## src/rtl/sraru_ram.sv

```systemverilog
// Generic single-write, single-read RAM with registered read data.
module sraru_ram #(
    parameter int WIDTH = 8,
    parameter int DEPTH = 16
) (
    input  logic                     clk,
    input  logic                     we,
    input  logic [$clog2(DEPTH)-1:0] waddr,
    input  logic [WIDTH-1:0]         wdata,
    input  logic [$clog2(DEPTH)-1:0] raddr,
    output logic [WIDTH-1:0]         rdata
);

    logic [WIDTH-1:0] mem [DEPTH];

    always_ff @(posedge clk)
    begin
        if (we)
        begin
            mem[waddr] <= wdata;
        end
        rdata <= mem[raddr];
    end

endmodule
```

## config.mk

```make
export PLATFORM = sky130hd
export DESIGN_NAME = sraru_ram
export DESIGN_NICKNAME = d
export VERILOG_FILES = /design/src/rtl/sraru_ram.sv
export SDC_FILE = /design/constraint.sdc
export NUM_CORES = 1
export LEC_CHECK = 0
export ABC_AREA = 1
export BUFFER_PORTS_ARGS = -buffer_cell sky130_fd_sc_hd__buf_2
export CAP_MARGIN = 30
export CELL_PAD_IN_SITES_DETAIL_PLACEMENT = 1
export CELL_PAD_IN_SITES_GLOBAL_PLACEMENT = 2
export CORE_MARGIN = 2
export CORE_UTILIZATION = 40
export DETAILED_ROUTE_END_ITERATION = 16
export PLACE_DENSITY_LB_ADDON = 0.1
export SYNTH_ARGS = -nofsm -noshare
export SYNTH_HDL_FRONTEND = slang
export SYNTH_SLANG_ARGS = --single-unit
```

## constraint.sdc

```tcl
create_clock -name clk -period 1.4 [get_ports clk]
set_input_delay 0.07 -clock clk [delete_from_list [all_inputs] [get_ports clk]]
set_output_delay 0.07 -clock clk [all_outputs]
set_load 0.005 [all_outputs]
```

==> results.txt <==
max frequency: 0.973 GHz
Net Count, Synth: 569
worst setup path class: reg -> out
number of max-cap violations: 0
worst-path fanout max: 1
Die X: 124 um
CTS Sinks: 136
Via Count: 3835
post-DP HPWL: 9.19 mm
grt total ovfl: 0
Hold EP: mem[1][4]$_DFFE_PP_
number of fill cells in the layout: 1553
worst clock skew: 0.00406 ns
hold crit path type: in -> reg
slew margin rel.: 73.9%
CP Data Required Time: 1.33 ns
vias in the first global route: 3954
Distinct cells, synth: 12
Leak: 2.93 nW
wire per inst: 18.1 um
Worst-path clk slew: 0.06 ns
initial core utilization: 41.2%
FP Rows: 43
worst path cell trace: buf_2
TritonRoute pass-1 iters: 4
fin. max-slew vios: 0
Port Buffers: 25
Reg area: 4000 um^2
CP endpoint kind: primary output
Area growth, synth to finish: 17.0%
final critical-path required period: 1.03 ns
ANT cells: 0
Post-Syn Area: 5770 um^2
Avg Cell Area, Syn: 10.5 um^2
Total GRT Usage: 20.5%
WL final: 14.4 mm
core area: 14000 um^2
Crit path max-delay family: flip-flops
cell depth of the worst flop-to-flop path: 6
Worst Setup Start Kind: flip-flop
clock tree buffer depth: 2
r2r setup slk: 0.41 ns
largest net degree at the start of global routing: 43
Gate Count Post-Synth: 551
Yosys reg bits: 136
power density over the cells: 1340 nW/um^2
worst hold stages: 1
crit-path max cell delay: 0.40 ns
first-pass GRT wire length: 22.1 mm
RSZ-0062 raised after global routing: no
Worst-Margin Slew: 0.390 ns
status: finished, final reports clean
Post-CTS Hold Fix Bufs: 0
# nets final: 618
Peak VDD IR: 1.19 mV
final hold violations: 0
initial antenna violation count: 0
Resized Gates After CTS: 0
gpl congestion: 0.766
detailed router's first-iteration violation count: 264
die height: 124 um
Vias/cell: 4.84
ANT nets after route: 0
Worst R2R Start: mem[13][6]$_DFFE_PP_
synth warn: 0
CTS buffer count: 17
hold path start: wdata[4]
H-tree Lvls: 4
share of cells above drive strength 1: 14.0%
CTS tree: done
Seq/Total Area, Yosys: 69.4%
R2R Path End: rdata[6]$_DFF_P_
final period utilization: 73.4%
later-pin clock latency in the skew report: 0.41 ns
Min Hold Slack: 0.0663 ns
commonest cells after routing, fill and taps aside: nand2_1, edfxtp_1, inv_1
setup bufs post-CTS: 0
# IOs: 26
total die area: 15400 um^2
most common cell after layout, fill and taps aside: nand2_1
area of the multi-input gates: 1210 um^2
CP bufs+invs: 1
Fin Setup TNS: 0 ns
Root Driver: clkbuf_16
final setup violation count: 0
Pwr Total: 9.06 mW
crit path DAT: 0.96 ns
DRC Markers: 0
Slowest cell on crit path: dfxtp_1
-- per-layer routing --
metal	vias to the layer above	global-route usage, %	share of wire [%]
met5	-	0	0
met4	0	7.09	1.5
met3	17	5.04	2.7
met2	51	32.8	48
met1	1899	27.4	47
li1	1868	-	-
-- cell families after synthesis --
family,count (synthesis),share of synthesized area [%]
buf+inv,126,9.52
simple gates,289,21.0
flops,136,69.4
-- synth_stat cells --
cell	number	area, um^2
buf_1	1	3.75
buf_2	13	65.1
buf_4	4	30.0
buf_6	6	67.6
dfxtp_1	8	160
edfxtp_1	128	3840
inv_1	100	375
inv_2	2	7.51
nand2_1	173	649
nand3_1	97	485
nand3b_1	2	15.0
nor2_1	17	63.8
-- registers in the layout, indices dropped and copies added (netlist names) --
| signal | count |
|---|---|
| mem | 128 |
| rdata | 8 |
-- worst max path at each step --
stage                    startpoint              endpoint  slack (ns)  depth (start not counted)
5_1_grt        mem[13][7]$_DFFE_PP_      rdata[7]$_DFF_P_        0.31                          6
2_1_floorplan              waddr[2]  mem[10][0]$_DFFE_PP_        0.38                          2
3_3_place_gp               raddr[0]      rdata[0]$_DFF_P_        0.30                          8
3_5_place_dp               waddr[2]   mem[8][4]$_DFFE_PP_        0.26                          4
4_1_cts            rdata[6]$_DFF_P_              rdata[6]        0.35                          1
6_report           rdata[6]$_DFF_P_              rdata[6]        0.37                          1
-- where the power goes --
part / total (mW) / internal, mW / leakage (nW) / switching, mW
Combinational: 0.584 / 0.188 / 1.46 / 0.396
Clock: 3.89 / 2.22 / 0.245 / 1.67
Sequential: 4.59 / 4.55 / 1.22 / 0.0340
-- stage by stage --
stage	cell area [um^2]	setup WS (ns)	instances	util, %
2_1_floorplan	5770	0.379	551	-
3_3_place_gp	6230	0.296	761	44.5
3_5_place_dp	6230	0.257	761	44.5
4_1_cts	6750	0.348	793	48.2
5_1_grt	6750	0.309	793	48.2
6_report	6750	0.372	793	48.2
-- final cells by class --
class                   instances  share of cell area (%)
flip-flops and latches        136                    59.4
multi-input cells             289                    18.0
clock buffers                  17                    6.31
repair buffers                 54                    6.01
inverters                     102                    5.68
well taps                     180                    3.34
clock inverters                15                    1.32
Power figures use the tool's default switching activity.
